## src/rtl/core/gddm_pkg.sv

```systemverilog
// Package for the grid diffusion and decay map: payload structs, command codes,
// register indexes and the fixed sizes of the cell store.
// No dependencies; every other file of the block but gddm_ram imports it.
package gddm_pkg;

   // Grid store: the column field addresses the low bits of a cell's word, so
   // MAX_WIDTH is a power of two that matches the column field width.
   localparam int COORD_W     = 6;
   localparam int MAX_WIDTH   = 64;
   localparam int MAX_HEIGHT  = 64;
   localparam int CELLS       = MAX_WIDTH * MAX_HEIGHT;
   localparam int CELL_ADDR_W = $clog2(CELLS);
   localparam int CELL_W      = 32;
   localparam int GRID_DIM_W  = 7;
   localparam int DECAY_W     = 16;

   // Stencil arithmetic: 8 terms of 32 bits need 35 bits, the product with an
   // unsigned 16-bit factor 52 bits; the average and the Q0.16 scale fold
   // into one arithmetic shift.
   localparam int SUM_W       = CELL_W + 3;
   localparam int PROD_W      = SUM_W + DECAY_W + 1;
   localparam int DECAY_SHIFT = 19;

   localparam logic signed [CELL_W-1:0] CELL_MAX = {1'b0, {(CELL_W-1){1'b1}}};
   localparam logic signed [CELL_W-1:0] CELL_MIN = {1'b1, {(CELL_W-1){1'b0}}};

   // Register file reset values.
   localparam logic [GRID_DIM_W-1:0] GRID_WIDTH_RST  = 7'd64;
   localparam logic [GRID_DIM_W-1:0] GRID_HEIGHT_RST = 7'd64;
   localparam logic [DECAY_W-1:0]    DECAY_RST       = 16'd45875;

   localparam int CSR_ADDR_W = 4;
   localparam int CSR_DATA_W = 32;

   typedef enum logic [2:0] {
      CMD_GET     = 3'd0,
      CMD_SET     = 3'd1,
      CMD_ADD     = 3'd2,
      CMD_CLEAR   = 3'd3,
      CMD_DIFFUSE = 3'd4
   } cmd_type;

   typedef enum logic [1:0] {
      REG_GRID_WIDTH   = 2'd0,
      REG_GRID_HEIGHT  = 2'd1,
      REG_DECAY_FACTOR = 2'd2
   } reg_idx_type;

   typedef struct packed {
      logic [2:0]               cmd;
      logic [COORD_W-1:0]       cell_x;
      logic [COORD_W-1:0]       cell_y;
      logic signed [CELL_W-1:0] cell_value;
   } req_type;

   typedef struct packed {
      logic signed [CELL_W-1:0] read_value;
      logic                     out_of_range;
   } rsp_type;

   typedef struct packed {
      logic [GRID_DIM_W-1:0] grid_width;
      logic [GRID_DIM_W-1:0] grid_height;
      logic [DECAY_W-1:0]    decay_factor;
   } cfg_type;

   // One port of a cell buffer as driven by the sequencer.
   typedef struct packed {
      logic                   we;
      logic [CELL_ADDR_W-1:0] addr;
      logic [CELL_W-1:0]      wdata;
   } ram_req_type;

endpackage

```

## src/rtl/core/gddm_engine.sv

```systemverilog
// Command sequencer with the shared adder and multiplier: cell accesses,
// buffer clearing sweeps and the five-point diffusion walk.
// Depends on gddm_pkg; drives the two buffer RAMs through ram_req_type ports.
module gddm_engine
   import gddm_pkg::*;
(
   input  logic              clock,
   input  logic              reset,
   input  cfg_type           cfg,
   input  logic              req_valid,
   output logic              req_ready,
   input  req_type           req_payload,
   output logic              rsp_valid,
   input  logic              rsp_ready,
   output rsp_type           rsp_payload,
   output ram_req_type       ram0_req,
   output ram_req_type       ram1_req,
   input  logic [CELL_W-1:0] ram0_rdata,
   input  logic [CELL_W-1:0] ram1_rdata
);

   typedef enum logic [3:0] {
      ST_INIT,
      ST_IDLE,
      ST_ACCESS,
      ST_CLEAR,
      ST_DIF_RD,
      ST_DIF_MUL,
      ST_DIF_WR,
      ST_RESP
   } state_type;

   // Read taps of one stencil: the centre first, then the four neighbours.
   localparam logic [2:0] TAP_CENTRE = 3'd0;
   localparam logic [2:0] TAP_NORTH  = 3'd1;
   localparam logic [2:0] TAP_SOUTH  = 3'd2;
   localparam logic [2:0] TAP_WEST   = 3'd3;
   localparam logic [2:0] TAP_EAST   = 3'd4;
   localparam logic [2:0] TAP_LAST   = 3'd5;

   state_type                state_ff;
   logic [2:0]               cmd_ff;
   logic [COORD_W-1:0]       x_ff;
   logic [COORD_W-1:0]       y_ff;
   logic signed [CELL_W-1:0] val_ff;
   logic signed [CELL_W-1:0] res_ff;
   logic                     oor_ff;
   logic [2:0]               tap_ff;
   logic signed [SUM_W-1:0]  acc_ff;
   logic signed [PROD_W-1:0] prod_ff;
   logic [CELL_ADDR_W-1:0]   sweep_ff;
   logic                     cur_ff;
   logic                     rsp_valid_ff;
   rsp_type                  rsp_ff;

   logic [GRID_DIM_W-1:0]    w_eff;
   logic [GRID_DIM_W-1:0]    h_eff;
   logic                     in_rng;
   logic                     x_more;
   logic                     y_more;
   logic signed [CELL_W-1:0] rd_cur;
   logic [CELL_ADDR_W-1:0]   tap_addr;
   logic [CELL_ADDR_W-1:0]   mem_addr;
   logic [CELL_W-1:0]        mem_wdata;
   logic                     clr_we;
   logic                     cur_we;
   logic                     oth_we;
   logic signed [SUM_W-1:0]  add_a;
   logic signed [SUM_W-1:0]  add_b;
   logic signed [SUM_W-1:0]  sum;
   logic                     sum_ovf;
   logic signed [CELL_W-1:0] sum_sat;
   logic signed [PROD_W-1:0] mul_res;

   // Grid size in use, limited to the store.
   assign w_eff = (cfg.grid_width > GRID_DIM_W'(MAX_WIDTH)) ?
                  GRID_DIM_W'(MAX_WIDTH) : cfg.grid_width;
   assign h_eff = (cfg.grid_height > GRID_DIM_W'(MAX_HEIGHT)) ?
                  GRID_DIM_W'(MAX_HEIGHT) : cfg.grid_height;

   assign in_rng = (GRID_DIM_W'(req_payload.cell_x) < w_eff) &&
                   (GRID_DIM_W'(req_payload.cell_y) < h_eff);

   // Whether the walk has another interior column or row after this one.
   assign x_more = (GRID_DIM_W'(x_ff) + GRID_DIM_W'(2)) < w_eff;
   assign y_more = (GRID_DIM_W'(y_ff) + GRID_DIM_W'(2)) < h_eff;

   assign rd_cur = cur_ff ? ram1_rdata : ram0_rdata;

   // Address of the stencil tap being read this cycle.
   always_comb begin
      unique case (tap_ff)
         TAP_NORTH: tap_addr = {y_ff - COORD_W'(1), x_ff};
         TAP_SOUTH: tap_addr = {y_ff + COORD_W'(1), x_ff};
         TAP_WEST:  tap_addr = {y_ff, x_ff - COORD_W'(1)};
         TAP_EAST:  tap_addr = {y_ff, x_ff + COORD_W'(1)};
         default:   tap_addr = {y_ff, x_ff};
      endcase
   end

   // Shared adder: stencil accumulation, or the saturating add of a cell.
   always_comb begin
      if (state_ff == ST_DIF_RD) begin
         add_a = (tap_ff == TAP_NORTH) ? '0 : acc_ff;
         add_b = (tap_ff == TAP_NORTH) ? (SUM_W'(rd_cur) <<< 2) : SUM_W'(rd_cur);
      end else begin
         add_a = SUM_W'(rd_cur);
         add_b = SUM_W'(val_ff);
      end
   end

   assign sum     = add_a + add_b;
   assign sum_ovf = sum[SUM_W-1:CELL_W-1] != {(SUM_W-CELL_W+1){sum[SUM_W-1]}};
   assign sum_sat = sum_ovf ? (sum[SUM_W-1] ? CELL_MIN : CELL_MAX) : sum[CELL_W-1:0];

   // Shared multiplier: the stencil sum times the unsigned decay factor.
   assign mul_res = $signed(acc_ff) * $signed({1'b0, cfg.decay_factor});

   // Buffer port control: one address for both RAMs, enables split by buffer.
   always_comb begin
      mem_addr  = {y_ff, x_ff};
      mem_wdata = '0;
      clr_we    = 1'b0;
      cur_we    = 1'b0;
      oth_we    = 1'b0;
      unique case (state_ff)
         ST_INIT, ST_CLEAR: begin
            mem_addr = sweep_ff;
            clr_we   = 1'b1;
         end
         ST_IDLE: begin
            mem_addr  = {req_payload.cell_y, req_payload.cell_x};
            mem_wdata = req_payload.cell_value;
            cur_we    = req_valid && in_rng && (req_payload.cmd == CMD_SET);
         end
         ST_ACCESS: begin
            mem_wdata = sum_sat;
            cur_we    = (cmd_ff == CMD_ADD);
         end
         ST_DIF_RD: begin
            mem_addr = tap_addr;
         end
         ST_DIF_WR: begin
            mem_wdata = prod_ff[DECAY_SHIFT +: CELL_W];
            oth_we    = 1'b1;
         end
         default: ;
      endcase
   end

   always_comb begin
      ram0_req.addr  = mem_addr;
      ram0_req.wdata = mem_wdata;
      ram0_req.we    = clr_we || (cur_ff ? oth_we : cur_we);
      ram1_req.addr  = mem_addr;
      ram1_req.wdata = mem_wdata;
      ram1_req.we    = clr_we || (cur_ff ? cur_we : oth_we);
   end

   // Sequencer state and registered outputs.
   always_ff @(posedge clock) begin
      if (reset) begin
         state_ff     <= ST_INIT;
         sweep_ff     <= '0;
         cur_ff       <= 1'b0;
         rsp_valid_ff <= 1'b0;
      end else begin
         // The result register fills from the response state and drains on a taken beat.
         if ((state_ff == ST_RESP) && (!rsp_valid_ff || rsp_ready)) begin
            rsp_valid_ff <= 1'b1;
         end else if (rsp_ready) begin
            rsp_valid_ff <= 1'b0;
         end
         unique case (state_ff)
            ST_INIT: begin
               sweep_ff <= sweep_ff + CELL_ADDR_W'(1);
               if (&sweep_ff) begin
                  state_ff <= ST_IDLE;
               end
            end
            ST_IDLE: begin
               if (req_valid) begin
                  cmd_ff <= req_payload.cmd;
                  x_ff   <= req_payload.cell_x;
                  y_ff   <= req_payload.cell_y;
                  val_ff <= req_payload.cell_value;
                  res_ff <= '0;
                  oor_ff <= 1'b0;
                  unique case (req_payload.cmd)
                     CMD_GET, CMD_SET, CMD_ADD: begin
                        if (!in_rng) begin
                           oor_ff   <= 1'b1;
                           state_ff <= ST_RESP;
                        end else if (req_payload.cmd == CMD_SET) begin
                           state_ff <= ST_RESP;
                        end else begin
                           state_ff <= ST_ACCESS;
                        end
                     end
                     CMD_CLEAR: begin
                        sweep_ff <= '0;
                        state_ff <= ST_CLEAR;
                     end
                     CMD_DIFFUSE: begin
                        if ((w_eff >= GRID_DIM_W'(3)) && (h_eff >= GRID_DIM_W'(3))) begin
                           x_ff     <= COORD_W'(1);
                           y_ff     <= COORD_W'(1);
                           tap_ff   <= TAP_CENTRE;
                           state_ff <= ST_DIF_RD;
                        end else begin
                           cur_ff   <= ~cur_ff;
                           state_ff <= ST_RESP;
                        end
                     end
                     default: state_ff <= ST_RESP;
                  endcase
               end
            end
            ST_ACCESS: begin
               if (cmd_ff == CMD_GET) begin
                  res_ff <= rd_cur;
               end
               state_ff <= ST_RESP;
            end
            ST_CLEAR: begin
               sweep_ff <= sweep_ff + CELL_ADDR_W'(1);
               if (&sweep_ff) begin
                  state_ff <= ST_RESP;
               end
            end
            ST_DIF_RD: begin
               // Read data arrives in the cycle after its address.
               tap_ff <= tap_ff + 3'd1;
               if (tap_ff != TAP_CENTRE) begin
                  acc_ff <= sum;
               end
               if (tap_ff == TAP_LAST) begin
                  state_ff <= ST_DIF_MUL;
               end
            end
            ST_DIF_MUL: begin
               prod_ff  <= mul_res;
               state_ff <= ST_DIF_WR;
            end
            ST_DIF_WR: begin
               tap_ff <= TAP_CENTRE;
               if (x_more) begin
                  x_ff     <= x_ff + COORD_W'(1);
                  state_ff <= ST_DIF_RD;
               end else if (y_more) begin
                  x_ff     <= COORD_W'(1);
                  y_ff     <= y_ff + COORD_W'(1);
                  state_ff <= ST_DIF_RD;
               end else begin
                  cur_ff   <= ~cur_ff;
                  state_ff <= ST_RESP;
               end
            end
            ST_RESP: begin
               if (!rsp_valid_ff || rsp_ready) begin
                  rsp_ff.read_value   <= res_ff;
                  rsp_ff.out_of_range <= oor_ff;
                  state_ff            <= ST_IDLE;
               end
            end
            default: state_ff <= ST_IDLE;
         endcase
      end
   end

   assign req_ready   = (state_ff == ST_IDLE);
   assign rsp_valid   = rsp_valid_ff;
   assign rsp_payload = rsp_ff;

endmodule
```

## config.mk

```make
export PLATFORM = sky130hd
export DESIGN_NAME = gddm_engine
export DESIGN_NICKNAME = d
export VERILOG_FILES = /design/src/rtl/core/gddm_pkg.sv /design/src/rtl/core/gddm_engine.sv
export SDC_FILE = /design/constraint.sdc
export NUM_CORES = 2
export LEC_CHECK = 0
export BUFFER_PORTS_ARGS = -buffer_cell sky130_fd_sc_hd__buf_2
export CORE_UTILIZATION = 55
export DETAILED_ROUTE_END_ITERATION = 12
export GPL_TIMING_DRIVEN = 0
export PLACE_DENSITY = 0.74
export RECOVER_POWER = 50
export SLEW_MARGIN = 20
export SYNTH_ARGS = -nofsm -noshare
export SYNTH_HDL_FRONTEND = slang
export SYNTH_SLANG_ARGS = --single-unit
```

## constraint.sdc

```tcl
create_clock -name clock -period 11.8 [get_ports clock]
set_clock_uncertainty 0.15 [all_clocks]
set_input_delay 3.54 -clock clock [delete_from_list [all_inputs] [get_ports clock]]
set_output_delay 3.54 -clock clock [all_outputs]
set_load 0.01 [all_outputs]
```

==> reports/metrics.csv <==
metric,value,unit
Residual DRC,0,
chip height,241,um
vias per inst,5.82,
Placed Area,33800,um^2
I/O Buffers,257,
Slew @ Worst Pin,1.72,ns
layout cells sized above 1,8.27,%
synthesis-to-finish area growth,9.43,%
status,"complete, but fails checks",
drt wl/cell,21.7,um
"area leader, netlist",fa_1,
gr usage total,34.6,%
Routed WL,98500,um
maximum VDD drop,0.788,mV
Worst-Skew Late Latency,0.47,ns
cell area after layout,34400,um^2
final critical delay including setup and external delays,11.75,ns
worst path arrival time,8.06,ns
fin nets,4621,
startpoint types,input pin,
final cell count without fillers,4532,
number of global-route vias before repair,25901,
highest clock rate,85.1,MHz
Clock Pin Slew Worst Setup and Hold Paths,0.08,ns
largest net degree at the start of global routing,23,
GP Congestion,1.00,
grt total ovfl,0,
# IOs,270,
"Warnings, synthesis",0,
std cell rows,87,
die area,58100,um^2
Leak,0.0163,uW
Core Area,56400,um^2
CTS Hold Bufs,0,
Yosys cell types,74,
DR iter-0 viols,2629,
DRT antenna net count,0,
via count,26367,
Synth area leaders,"fa_1 33%, edfxtp_1 17%, ha_1 7.6%",
Post-synth EDFFs,183,
CTS Root Cell,clkbuf_16,
max-slew violation count,48,
Die Span X,241,um
worst setup path category,in2out,
Syn Inst Count,3468,
power density over the cells,285,nW/um^2
ys async rst share,0,%
initial antenna violation count,5,
max-cap violations,3,
failing checks,"capacitance limit, slew limit",
H-tree levels,4,
DP HPWL,81000,um
1st-pass router iterations,6,
RSZ-0062 raised after global routing,no,
Syn Std Cell Area,31400,um^2
Starting Density,55.8,%
Inserted Clock Buffers,17,
setup ws final,0.0530,ns
Avg Inst Size Synth,9.07,um^2
dpl ws,-0.179,ns
setup violators final,0,
ys flop type,edfxtp_1,
maximum clock insertion buffer count,2,
Placed Instances,4493,
Slew HR,-15.4,%
first-pass GRT wire length,149000,um
Mapped Nets,4328,
Setup crit end kind,output pin,
Seq cells post-synth,200,
most common cell in the synthesized netlist,inv_1,
CTS tree,done,
period utilisation layout,99.6,%
clock sinks,200,
Post-synth top cells,"625 x inv_1, 576 x nand2_1, 525 x fa_1",
Crit Path Max Fanout,10,
Tot Pwr,9800,uW
CP required,8.11,ns
Final Hold Viols,0,
HP Class,reg2reg,
post-synthesis sequential area ratio,18.6,%
share of the synthesized area in the top cell type,33.4,%
==> path summary, 6_finish.rpt <==
| path | slack [ns] | to | from | cells past startpoint |
|---|---|---|---|---|
| min reg2reg | 0.26 | rsp_payload[25] | res_ff[24] | 0 |
| max reg2reg | 3.42 | prod_ff[48] | acc_ff[13] | 18 |
| min | 0.26 | rsp_payload[25] | res_ff[24] | 0 |
| max | 0.05 | ram1_req[7] | ram1_rdata[0] | 18 |
==> layer usage <==
metal  part of all wire, %  up-vias  GRT usage [%]
li1                      -    11530              -
met1                    38    12955           46.4
met2                    45     1578           53.4
met3                    12      302           8.20
met4                   5.1        2           15.4
met5                 0.016        -              0
==> power breakdown <==
part / total [uW] / switching (uW) / internal, uW / leakage [uW]
clock network: 613 / 289 / 324 / 0.000293
logic: 8010 / 4820 / 3190 / 0.0142
registers: 1180 / 25.2 / 1150 / 0.00180
total: 9800 / 5130 / 4670 / 0.0163
==> registers in the layout, indices dropped and copies added, names as in the netlist <==
register	count
state_ff	3
val_ff	32
rsp_valid	1
cmd_ff	3
rsp_payload	33
prod_ff	32
sweep_ff	12
acc_ff	35
x_ff	6
tap_ff	3
res_ff	32
oor_ff	1
y_ff	6
cur_ff	1
==> worst max-delay path, stage by stage <==
cell,delay [ns]
buf_2,0.07
mux2i_1,0.19
o31ai_1,0.31
ha_1,0.25
inv_1,0.08
fa_1,0.43
nor2b_1,0.34
o21a_1,0.27
o211ai_1,0.17
a21boi_1,0.33
o21ai_1,0.15
and2_1,0.21
a311oi_4,0.46
a22oi_2,0.15
buf_2,0.29
o211ai_1,0.48
buf_4,0.19
buf_2,0.12
==> placed cells by master, fill, tap and decap left out, types with 9 or more instances in the layout <==
| cell | Yosys | layout |
|---|---|---|
| and2_1 | 203 | 203 |
| nand2_1 | 576 | 576 |
| o211ai_1 | 39 | 39 |
| nor3_1 | 25 | 25 |
| nor2_1 | 133 | 133 |
| or2_2 | 11 | 11 |
| mux2i_1 | 35 | 32 |
| xnor2_1 | 56 | 55 |
| clkbuf_1 | 153 | 230 |
| a211oi_1 | 11 | 11 |
| inv_1 | 625 | 625 |
| buf_2 | 8 | 193 |
| o22ai_1 | 11 | 11 |
| buf_4 | 44 | 54 |
| a31oi_1 | 12 | 12 |
| a21oi_1 | 162 | 162 |
| dfxtp_1 | 17 | 17 |
| edfxtp_1 | 183 | 183 |
| o21bai_1 | 9 | 9 |
| fa_1 | 525 | 525 |
| nand4_1 | 18 | 18 |
| nor2b_1 | 9 | 9 |
| nand3_1 | 52 | 52 |
| clkbuf_16 | 0 | 17 |
| xor2_1 | 39 | 39 |
| a22oi_1 | 42 | 42 |
| nand2b_1 | 12 | 12 |
| ha_1 | 190 | 190 |
| a21o_1 | 40 | 40 |
| o21ai_0 | 83 | 83 |
| o21a_1 | 23 | 23 |
==> kinds of logic after synthesis <==
logic type | after synthesis | share of synthesized area [%]
and+or+nand+nor | 1074 | 15.5
AOI/OAI and AO/OA | 510 | 10.6
muxes | 37 | 1.19
xor gates and xnor gates | 95 | 2.65
DFF | 200 | 18.6
adders and majority gates | 715 | 41.0
buffers and inverters | 837 | 10.5
==> through the flow <==
step | TNS [ns] | utilization, % | hold WS, ns
floorplan | 0 | - | 0.250
global placement | -1.07 | 59.7 | 0.251
detailed placement | -2.53 | 60.0 | 0.255
CTS | 0 | 61.1 | 0.268
global route | 0 | 61.0 | 0.276
finish | 0 | 61.0 | 0.262
==> what timing repair did <==
action	in CTS	in global routing
resized for setup	4	9
cloned	0	0
pin swaps	3	3
setup endpoints to repair	39	54
setup buffers	2	3
==> area by class of cell <==
type,count,area (um^2)
fillers,5017,22000
clock buffers,18,439
well taps,756,946
repair buffers,274,1320
flip-flops and latches,200,5840
inverters,627,2350
plain buffers,210,963
clock inverters,13,163
multi-input cells,2431,22400
diodes,3,7.51
(Power assumes the default switching activity.)
