[config.mk]
export PLATFORM = sky130hd
export DESIGN_NAME = gddm_regs
export DESIGN_NICKNAME = d
export VERILOG_FILES = /design/src/rtl/core/gddm_pkg.sv /design/src/rtl/core/gddm_regs.sv
export SDC_FILE = /design/constraint.sdc
export NUM_CORES = 1
export LEC_CHECK = 0
export ABC_AREA = 1
export CAP_MARGIN = 5
export CORE_MARGIN = 2
export CORE_UTILIZATION = 60
export DETAILED_ROUTE_END_ITERATION = 10
export DONT_BUFFER_PORTS = 1
export HOLD_SLACK_MARGIN = 0.08
export PLACE_DENSITY_LB_ADDON = 0.08
export RECOVER_POWER = 50
export SYNTH_ARGS = -nofsm -noshare
export SYNTH_HDL_FRONTEND = slang
export SYNTH_SLANG_ARGS = --single-unit
export TNS_END_PERCENT = 1
[constraint.sdc]
create_clock -name clock -period 1.4 [get_ports clock]
set_input_delay 0.42 -clock clock [delete_from_list [all_inputs] [get_ports clock]]
set_output_delay 0.42 -clock clock [all_outputs]
set_load 0.02 [all_outputs]
[src/rtl/core/gddm_pkg.sv]
// Package for the grid diffusion and decay map: payload structs, command codes,
// register indexes and the fixed sizes of the cell store.
// No dependencies; every other file of the block but gddm_ram imports it.
package gddm_pkg;

   // Grid store: the column field addresses the low bits of a cell's word, so
   // MAX_WIDTH is a power of two that matches the column field width.
   localparam int COORD_W     = 6;
   localparam int MAX_WIDTH   = 64;
   localparam int MAX_HEIGHT  = 64;
   localparam int CELLS       = MAX_WIDTH * MAX_HEIGHT;
   localparam int CELL_ADDR_W = $clog2(CELLS);
   localparam int CELL_W      = 32;
   localparam int GRID_DIM_W  = 7;
   localparam int DECAY_W     = 16;

   // Stencil arithmetic: 8 terms of 32 bits need 35 bits, the product with an
   // unsigned 16-bit factor 52 bits; the average and the Q0.16 scale fold
   // into one arithmetic shift.
   localparam int SUM_W       = CELL_W + 3;
   localparam int PROD_W      = SUM_W + DECAY_W + 1;
   localparam int DECAY_SHIFT = 19;

   localparam logic signed [CELL_W-1:0] CELL_MAX = {1'b0, {(CELL_W-1){1'b1}}};
   localparam logic signed [CELL_W-1:0] CELL_MIN = {1'b1, {(CELL_W-1){1'b0}}};

   // Register file reset values.
   localparam logic [GRID_DIM_W-1:0] GRID_WIDTH_RST  = 7'd64;
   localparam logic [GRID_DIM_W-1:0] GRID_HEIGHT_RST = 7'd64;
   localparam logic [DECAY_W-1:0]    DECAY_RST       = 16'd45875;

   localparam int CSR_ADDR_W = 4;
   localparam int CSR_DATA_W = 32;

   typedef enum logic [2:0] {
      CMD_GET     = 3'd0,
      CMD_SET     = 3'd1,
      CMD_ADD     = 3'd2,
      CMD_CLEAR   = 3'd3,
      CMD_DIFFUSE = 3'd4
   } cmd_type;

   typedef enum logic [1:0] {
      REG_GRID_WIDTH   = 2'd0,
      REG_GRID_HEIGHT  = 2'd1,
      REG_DECAY_FACTOR = 2'd2
   } reg_idx_type;

   typedef struct packed {
      logic [2:0]               cmd;
      logic [COORD_W-1:0]       cell_x;
      logic [COORD_W-1:0]       cell_y;
      logic signed [CELL_W-1:0] cell_value;
   } req_type;

   typedef struct packed {
      logic signed [CELL_W-1:0] read_value;
      logic                     out_of_range;
   } rsp_type;

   typedef struct packed {
      logic [GRID_DIM_W-1:0] grid_width;
      logic [GRID_DIM_W-1:0] grid_height;
      logic [DECAY_W-1:0]    decay_factor;
   } cfg_type;

   // One port of a cell buffer as driven by the sequencer.
   typedef struct packed {
      logic                   we;
      logic [CELL_ADDR_W-1:0] addr;
      logic [CELL_W-1:0]      wdata;
   } ram_req_type;

endpackage

[src/rtl/core/gddm_regs.sv]
// Configuration register file behind the APB-style port: grid size and decay.
// Depends on gddm_pkg.
module gddm_regs
   import gddm_pkg::*;
(
   input  logic                  clock,
   input  logic                  reset,
   input  logic                  psel,
   input  logic                  penable,
   input  logic                  pwrite,
   input  logic [CSR_ADDR_W-1:0] paddr,
   input  logic [CSR_DATA_W-1:0] pwdata,
   output logic [CSR_DATA_W-1:0] prdata,
   output logic                  pready,
   output cfg_type               cfg
);

   cfg_type     cfg_ff;
   reg_idx_type idx;
   logic        wr_en;

   assign idx    = reg_idx_type'(paddr[3:2]);
   assign wr_en  = psel && penable && pwrite;
   assign pready = 1'b1;

   // Register writes in the access phase; addresses beyond the list are ignored.
   always_ff @(posedge clock) begin
      if (reset) begin
         cfg_ff.grid_width   <= GRID_WIDTH_RST;
         cfg_ff.grid_height  <= GRID_HEIGHT_RST;
         cfg_ff.decay_factor <= DECAY_RST;
      end else if (wr_en) begin
         unique case (idx)
            REG_GRID_WIDTH:   cfg_ff.grid_width   <= pwdata[GRID_DIM_W-1:0];
            REG_GRID_HEIGHT:  cfg_ff.grid_height  <= pwdata[GRID_DIM_W-1:0];
            REG_DECAY_FACTOR: cfg_ff.decay_factor <= pwdata[DECAY_W-1:0];
            default: ;
         endcase
      end
   end

   // Read-back multiplexer.
   always_comb begin
      unique case (idx)
         REG_GRID_WIDTH:   prdata = CSR_DATA_W'(cfg_ff.grid_width);
         REG_GRID_HEIGHT:  prdata = CSR_DATA_W'(cfg_ff.grid_height);
         REG_DECAY_FACTOR: prdata = CSR_DATA_W'(cfg_ff.decay_factor);
         default:          prdata = '0;
      endcase
   end

   assign cfg = cfg_ff;

endmodule

==> results.txt, run 1 <==
----------------------------------------------------
[Critical path]
  Launching element type of the critical path ... register
  Critical path, cell by cell ... inv_1, nor2_1, buf_4
  Critical Setup Path Class ... reg2out
  Max FO, Critical Path ... 2
  Worst path required time ... 980 ps
  Endpoint kind of the worst setup timing path ... output port
  Data arrival time of the critical path ... 950 ps
  Buffer and inverter count on the worst path ... 2
  Slowest cell on the critical path ... sky130_fd_sc_hd__dfxtp_2
  Slowest Stage Delay on Critical Path ... 330 ps
  Kind of cell with the highest combined delay on the critical path ... flip-flops

[Global routing]
  Antenna violations before repair ... 0
  Vias in the first global route ... 1379
  Maximum number of pins on one net before global-route repair ... 31
  Gr ovfl total ... 0
  Gr usage total ... 27.91%
  Wire length of the first global-routing pass ... 5885 um

[Clock network]
  CTS sink count ... 30
  Cell at the root of the clock tree ... sky130_fd_sc_hd__clkbuf_4
  Insertion delay to the later sink of the worst-skew pair ... 320 ps
  Total CTS buffers ... 5
  H-tree lvl count ... 2
  Maximum buffer depth of the clock tree ... 2
  Post-CTS clock slew at the launch and capture registers of the worst setup and hold paths ... 90 ps
  TritonCTS clock tree ... built

[Routing]
  Iteration-0 DRC count of the detailed router ... 47
  ANT nets after route ... 0
  Via-per-instance ratio ... 5.073
  Routed WL per cell ... 12.94 um
  Routed via count ... 1608
  Total Wirelength ... 4103 um
  DR DRC count ... 0
  Number of iterations in the first detailed-routing pass ... 4

[Power and ir drop]
  Highest ir drop seen on vdd ... 0.8291 mV
  Post-route total power ... 1.691 mW
  Standby leakage power ... 1.073 nW
  Power density normalized to cell area ... 867.2 nW/um^2

[Die]
  Die Y ... 55.14 um
  Die Outline Area ... 3040 sq um
  Initial core utilization ... 63.33%
  Rows ... 18
  Horizontal die dimension ... 55.14 um
  # IOs ... 104
  Core Box Area ... 2477 sq um

[Layout]
  Top library cells by usage in the layout, fill and taps aside ... sky130_fd_sc_hd__nand2_1, sky130_fd_sc_hd__nor2_1, sky130_fd_sc_hd__buf_4
  Sequential standard cell area ... 610.6 sq um
  Number of nets in the finished design ... 329
  Commonest non-fill, non-tap cell in the layout ... sky130_fd_sc_hd__nand2_1
  Flip-flop count of the largest register after layout ... 30
  Layout Cell Area excl Fill ... 1949 sq um
  Area growth syn-to-layout ... 24.24%
  Fraction of final layout cells sized beyond drive strength 1 ... 27.87%
  Area occupied by multi-input gates ... 788.3 sq um
  Non-filler cells in the finished layout ... 317
  Layout filler cell count ... 205
  Total inserted antenna cells ... 0

[Synth]
  Cell type with the highest aggregate area in the netlist ... sky130_fd_sc_hd__dfxtp_1
  Share of the synthesized area in compound gates (AO/OA/AOI/OAI) ... 0.6380%
  Syn_area_per_cell ... 6.510 sq um
  Ys Warns ... 0
  Synthesized-area fraction occupied by xor and xnor cells ... 0%
  Unique masters post-synth ... 18
  Post-Synth Simple-Gate Area ... 43.38%
  Flops & latches, synth ... 30
  Sequential fraction of the synthesis area ... 38.28%
  Gate count after technology mapping ... 241
  Area of the mapped netlist ... 1569 sq um
  Post-synthesis mux area share ... 0%
  Dominant combinational cell family by area after synthesis ... simple AND/OR/NAND/NOR gates
  Adder-Cell Fraction of Synth Area ... 0%
  Share of Yosys cell area claimed by the top area cell type ... 38.28%
  Synth area leaders ... sky130_fd_sc_hd__dfxtp_1, sky130_fd_sc_hd__nand2_1, sky130_fd_sc_hd__nand3_1, sky130_fd_sc_hd__nor2_1, sky130_fd_sc_hd__buf_4

[Flow run]
  Max-capacitance violation count ... 0

[Placement]
  Buffers added on ports ... 0
  Place WS ... 1.233 ps
  Cell count after placement ... 307
  Final GP Congestion ... 0.7676
  Post-Place Cell Area ... 1871 sq um
  Detailed Place HPWL ... 3015 um

[Worst hold path]
  Classification of the worst-slack hold path ... in2reg

[STA]
  Slew at the pin closest to its max-slew limit ... 596.9 ps
  Final period util ... 98.05%
  Worst clock skew ... 0 ps
  Pins Over Slew Limit ... 0
  Highest clock rate ... 728.5 MHz
  RSZ-0062 raised after global routing ... yes
  Setup violation total in the final timing report ... 0
  Minimum setup slack in the final design ... 27.24 ps
  Shortest period the worst path allows ... 1373 ps
  Fin. Hold Viols ... 0
  Max-slew headroom ... 60.06%
  Worst hold-check slack ... 214.4 ps

[Run status]
  Status ... complete, no violations

----------------------------------------------------
## kinds of logic (layout without fill, tap and decap cells)
family,count (synthesis),in the layout
and+or+nand+nor,157,158
AOI/OAI and AO/OA,2,2
other,2,17
buffers and inverters,50,80
DFF,30,30
## worst reg2reg max path: cells and delay by family, from the launching register on
kind,cells,cell delay [ps]
buf+inv,1,150
flops,1,320
simple gates,2,220
## timing repair
| action | CTS | global route |
|---|---|---|
| cloned | 0 | 1 |
| setup buffers | 2 | 1 |
| setup endpoints to repair | 2 | 15 |
| pin swaps | 1 | 3 |
| resized for setup | 1 | 11 |
| hold buffers | 0 | 0 |
## final timing paths
| kind | from | to | slack [ps] | depth (start not counted) |
|---|---|---|---|---|
| worst max-delay path | cfg[7]$_SDFFE_PP0P_ | prdata[7] | 30 | 3 |
| worst min-delay path | pwdata[4] | cfg[4]$_SDFFE_PP1P_ | 210 | 2 |
| worst max register to register | cfg[7]$_SDFFE_PP0P_ | cfg[7]$_SDFFE_PP0P_ | 610 | 3 |
| worst min register to register | cfg[13]$_SDFFE_PP1P_ | cfg[13]$_SDFFE_PP1P_ | 600 | 3 |
## report_power, final
| group | switching [mW] | total [mW] | internal, mW |
|---|---|---|---|
| clock | 0.275 | 0.501 | 0.226 |
| combinational | 0.214 | 0.308 | 0.0931 |
| sequential | 0.0101 | 0.882 | 0.872 |
| total | 0.499 | 1.69 | 1.19 |
## per-layer routing
| layer | wire [um] | global-route usage, % | up-vias |
|---|---|---|---|
| met5 | 0 | 0 | - |
| met2 | 2091 | 50.99 | 79 |
| li1 | - | - | 793 |
| met4 | 74 | 9.756 | 0 |
| met3 | 395 | 10.75 | 10 |
| met1 | 1541 | 28.83 | 726 |
## synth_stat cells
| master | count |
|---|---|
| sky130_fd_sc_hd__o21ai_0 | 2 |
| sky130_fd_sc_hd__conb_1 | 2 |
| sky130_fd_sc_hd__nor2_4 | 1 |
| sky130_fd_sc_hd__nand2_4 | 1 |
| sky130_fd_sc_hd__dfxtp_1 | 30 |
| sky130_fd_sc_hd__inv_2 | 2 |
| sky130_fd_sc_hd__buf_4 | 19 |
| sky130_fd_sc_hd__nand3_2 | 1 |
| sky130_fd_sc_hd__buf_2 | 3 |
| sky130_fd_sc_hd__clkbuf_1 | 2 |
| sky130_fd_sc_hd__nor2_8 | 1 |
| sky130_fd_sc_hd__nor2_2 | 3 |
| sky130_fd_sc_hd__nor2_1 | 49 |
| sky130_fd_sc_hd__buf_1 | 1 |
| sky130_fd_sc_hd__nand2_1 | 64 |
| sky130_fd_sc_hd__inv_1 | 22 |
| sky130_fd_sc_hd__nand3_1 | 37 |
| sky130_fd_sc_hd__buf_6 | 1 |
## stage by stage
step	utilization (%)	TNS, ps
floorplan	-	0
global placement	75.51	0
detailed placement	75.51	0
CTS	78.23	0
global route	78.69	-79.38
finish	78.69	0
## cell type report
| class | instances | share of cell area (%) |
|---|---|---|
| sequential | 30 | 31.32 |
| multi-input combinational | 177 | 40.44 |
| tap | 30 | 1.926 |
| inverter | 24 | 4.621 |
| timing repair buffer | 50 | 19.06 |
| clock buffer | 6 | 2.632 |
No activity file was read; power rests on OpenSTA's default activity.
==> run 2, diff against run 1 <==
Settings changed: ABC_CLOCK_PERIOD_IN_PS set to 1400, CORE_MARGIN 2 to 1, RECOVER_POWER 50 to 25.
==> run 2 against run 1 <==
The flow now finishes with violations (negative setup slack). Count of clock-buffer cells in the layout grew 1. Global-route usage rose by 1.2 points. Fmax fell by 2.3%. Die area fell by 7.1%. Register-to-register slack better by 20 ps. Non-clock buffer count fell by 2. Highest routed layer unchanged. Critical endpoint is now prdata[1]. Cell count is 0.32% lower.
==> results.txt, run 2 (synthesis results as in run 1) <==
----------------------------------------------------
[Routing]
  Routed via count ... 1586
  Via-per-instance ratio ... 5.019
  DR DRC count ... 0
  Number of iterations in the first detailed-routing pass ... 4
  Total Wirelength ... 3876 um
  Routed WL per cell ... 12.27 um
  ANT nets after route ... 0
  Iteration-0 DRC count of the detailed router ... 51

[STA]
  Worst clock skew ... 0 ps
  Final period util ... 100.3%
  Shortest period the worst path allows ... 1405 ps
  Pins Over Slew Limit ... 0
  Minimum setup slack in the final design ... -4.850 ps
  Worst hold-check slack ... 221.2 ps
  Max-slew headroom ... 53.11%
  RSZ-0062 raised after global routing ... yes
  Aggregate negative setup slack ... -4.850 ps
  Highest clock rate ... 711.8 MHz
  Slew at the pin closest to its max-slew limit ... 702.6 ps
  Fin. Hold Viols ... 0
  Setup violation total in the final timing report ... 1

[Global routing]
  Gr usage total ... 29.09%
  GR peak layer ... met2
  Maximum number of pins on one net before global-route repair ... 31
  Met1 capacity usage during global routing ... 28.67%
  Antenna violations before repair ... 0
  Wire length of the first global-routing pass ... 5844 um
  Gr ovfl total ... 0
  Met2 usage in global routing ... 54.43%
  Global routing usage on met3 ... 8.908%
  Vias in the first global route ... 1388

[Layout]
  Layout filler cell count ... 189
  Layout Cell Area excl Fill ... 1939 sq um
  Fraction of final layout cells sized beyond drive strength 1 ... 27.62%
  Commonest non-fill, non-tap cell in the layout ... sky130_fd_sc_hd__nand2_1
  Top library cells by usage in the layout, fill and taps aside ... sky130_fd_sc_hd__nand2_1, sky130_fd_sc_hd__nor2_1, sky130_fd_sc_hd__buf_4
  Number of nets in the finished design ... 326
  Total inserted antenna cells ... 0
  Core utilization of the finished layout ... 78.28%
  Non-filler cells in the finished layout ... 316
  Flip-flop count of the largest register after layout ... 30
  Area growth syn-to-layout ... 23.60%

[Critical path]
  Max FO, Critical Path ... 11
  Termination of the worst setup path ... prdata[1]
  Crit path launch ... paddr[3]
  Critical path, cell by cell ... inv_2, nor2_4, nand2_1, nand3_4
  Critical Path Stages ... 4
  Terminus of the critical flop-to-flop path ... cfg[5]$_SDFFE_PP1P_
  Buffer and inverter count on the worst path ... 1
  Kind of cell with the highest combined delay on the critical path ... simple AND/OR/NAND/NOR gates
  Data arrival time of the critical path ... 980 ps
  Critical Setup Path Class ... in2out
  Slowest cell on the critical path ... sky130_fd_sc_hd__nor2_4
  Setup slack of the worst register-to-register path ... 630 ps
  Slowest Stage Delay on Critical Path ... 250 ps
  Worst-case reg-to-reg path depth ... 3
  Launching element type of the critical path ... input pin
  Worst path required time ... 980 ps
  Endpoint kind of the worst setup timing path ... output port
  Worst R2R Start ... cfg[5]$_SDFFE_PP1P_

[Placement]
  Cell count after placement ... 308
  Post-Place Cell Area ... 1878 sq um
  Buffers added on ports ... 0
  Final GP Congestion ... 0.7590
  Detailed Place HPWL ... 2845 um
  Place WS ... -98.06 ps

[Clock network]
  Cell at the root of the clock tree ... sky130_fd_sc_hd__clkbuf_4
  Maximum buffer depth of the clock tree ... 2
  CTS sink count ... 30
  Insertion delay to the later sink of the worst-skew pair ... 320 ps
  H-tree lvl count ... 2
  Number of hold-repair buffers added at the cts stage ... 0
  TritonCTS clock tree ... built
  Post-CTS clock slew at the launch and capture registers of the worst setup and hold paths ... 90 ps
  Total CTS buffers ... 5

[Flow run]
  Max-capacitance violation count ... 0

[Run status]
  Violated checks ... negative setup slack
  Status ... complete, but fails checks

[Power and ir drop]
  Post-route total power ... 1.716 mW
  Highest ir drop seen on vdd ... 0.7803 mV
  Standby leakage power ... 1.051 nW
  Power density normalized to cell area ... 884.8 nW/um^2

[Die]
  Initial core utilization ... 63.33%
  Die Outline Area ... 2823 sq um
  Rows ... 18
  # IOs ... 104
  Horizontal die dimension ... 53.14 um
  Die Y ... 53.14 um
  Core Box Area ... 2477 sq um

[Worst hold path]
  Classification of the worst-slack hold path ... in2reg

----------------------------------------------------
run 2: worst min-delay path by stage:
stage / startpoint / to / slack, ps / depth (start not counted)
final: pwdata[6] / cfg[22]$_SDFFE_PP1P_ / 220 / 2
after global routing: pwdata[4] / cfg[4]$_SDFFE_PP1P_ / 200 / 2
after CTS: pwdata[4] / cfg[4]$_SDFFE_PP1P_ / 220 / 2
after detailed placement: pwdata[6] / cfg[22]$_SDFFE_PP1P_ / 550 / 2
after global placement: pwdata[4] / cfg[4]$_SDFFE_PP1P_ / 550 / 2
after floorplan: pwdata[0] / cfg[0]$_SDFFE_PP1P_ / 550 / 2
run 2: timing repair:
action,in CTS,in global routing
gates resized for setup,0,13
setup buffers,0,0
endpoints found under the setup margin,0,16
run 2: power breakdown:
| part | total [mW] | switching [mW] | leakage, nW | internal, mW |
|---|---|---|---|---|
| logic | 0.299 | 0.208 | 0.772 | 0.0913 |
| clock network | 0.534 | 0.291 | 0.0353 | 0.243 |
| registers | 0.882 | 0.00958 | 0.243 | 0.872 |
| total | 1.72 | 0.509 | 1.05 | 1.21 |
run 2: layer usage:
| layer | wire length, um | up-vias |
|---|---|---|
| met2 | 2031 | 73 |
| met1 | 1443 | 716 |
| li1 | - | 788 |
| met4 | 78 | 0 |
| met3 | 322 | 9 |
| met5 | 0 | - |
run 2: final cells by class:
cell class	instances	area, sq um	share of cell area [%]
clock buffers	7	55.05	2.839
clock inverters	1	5.005	0.2581
inverters	24	90.09	4.645
multi-input cells	176	775.7	40.00
flip-flops and latches	30	611.8	31.55
well taps	30	37.54	1.935
repair buffers	48	364.1	18.77
run 2: worst reg2reg max path, delay by kind of cell, from the launching register on:
kind,cells,cell delay [ps]
and+or+nand+nor,2,160
DFF,1,330
buffers and inverters,1,160
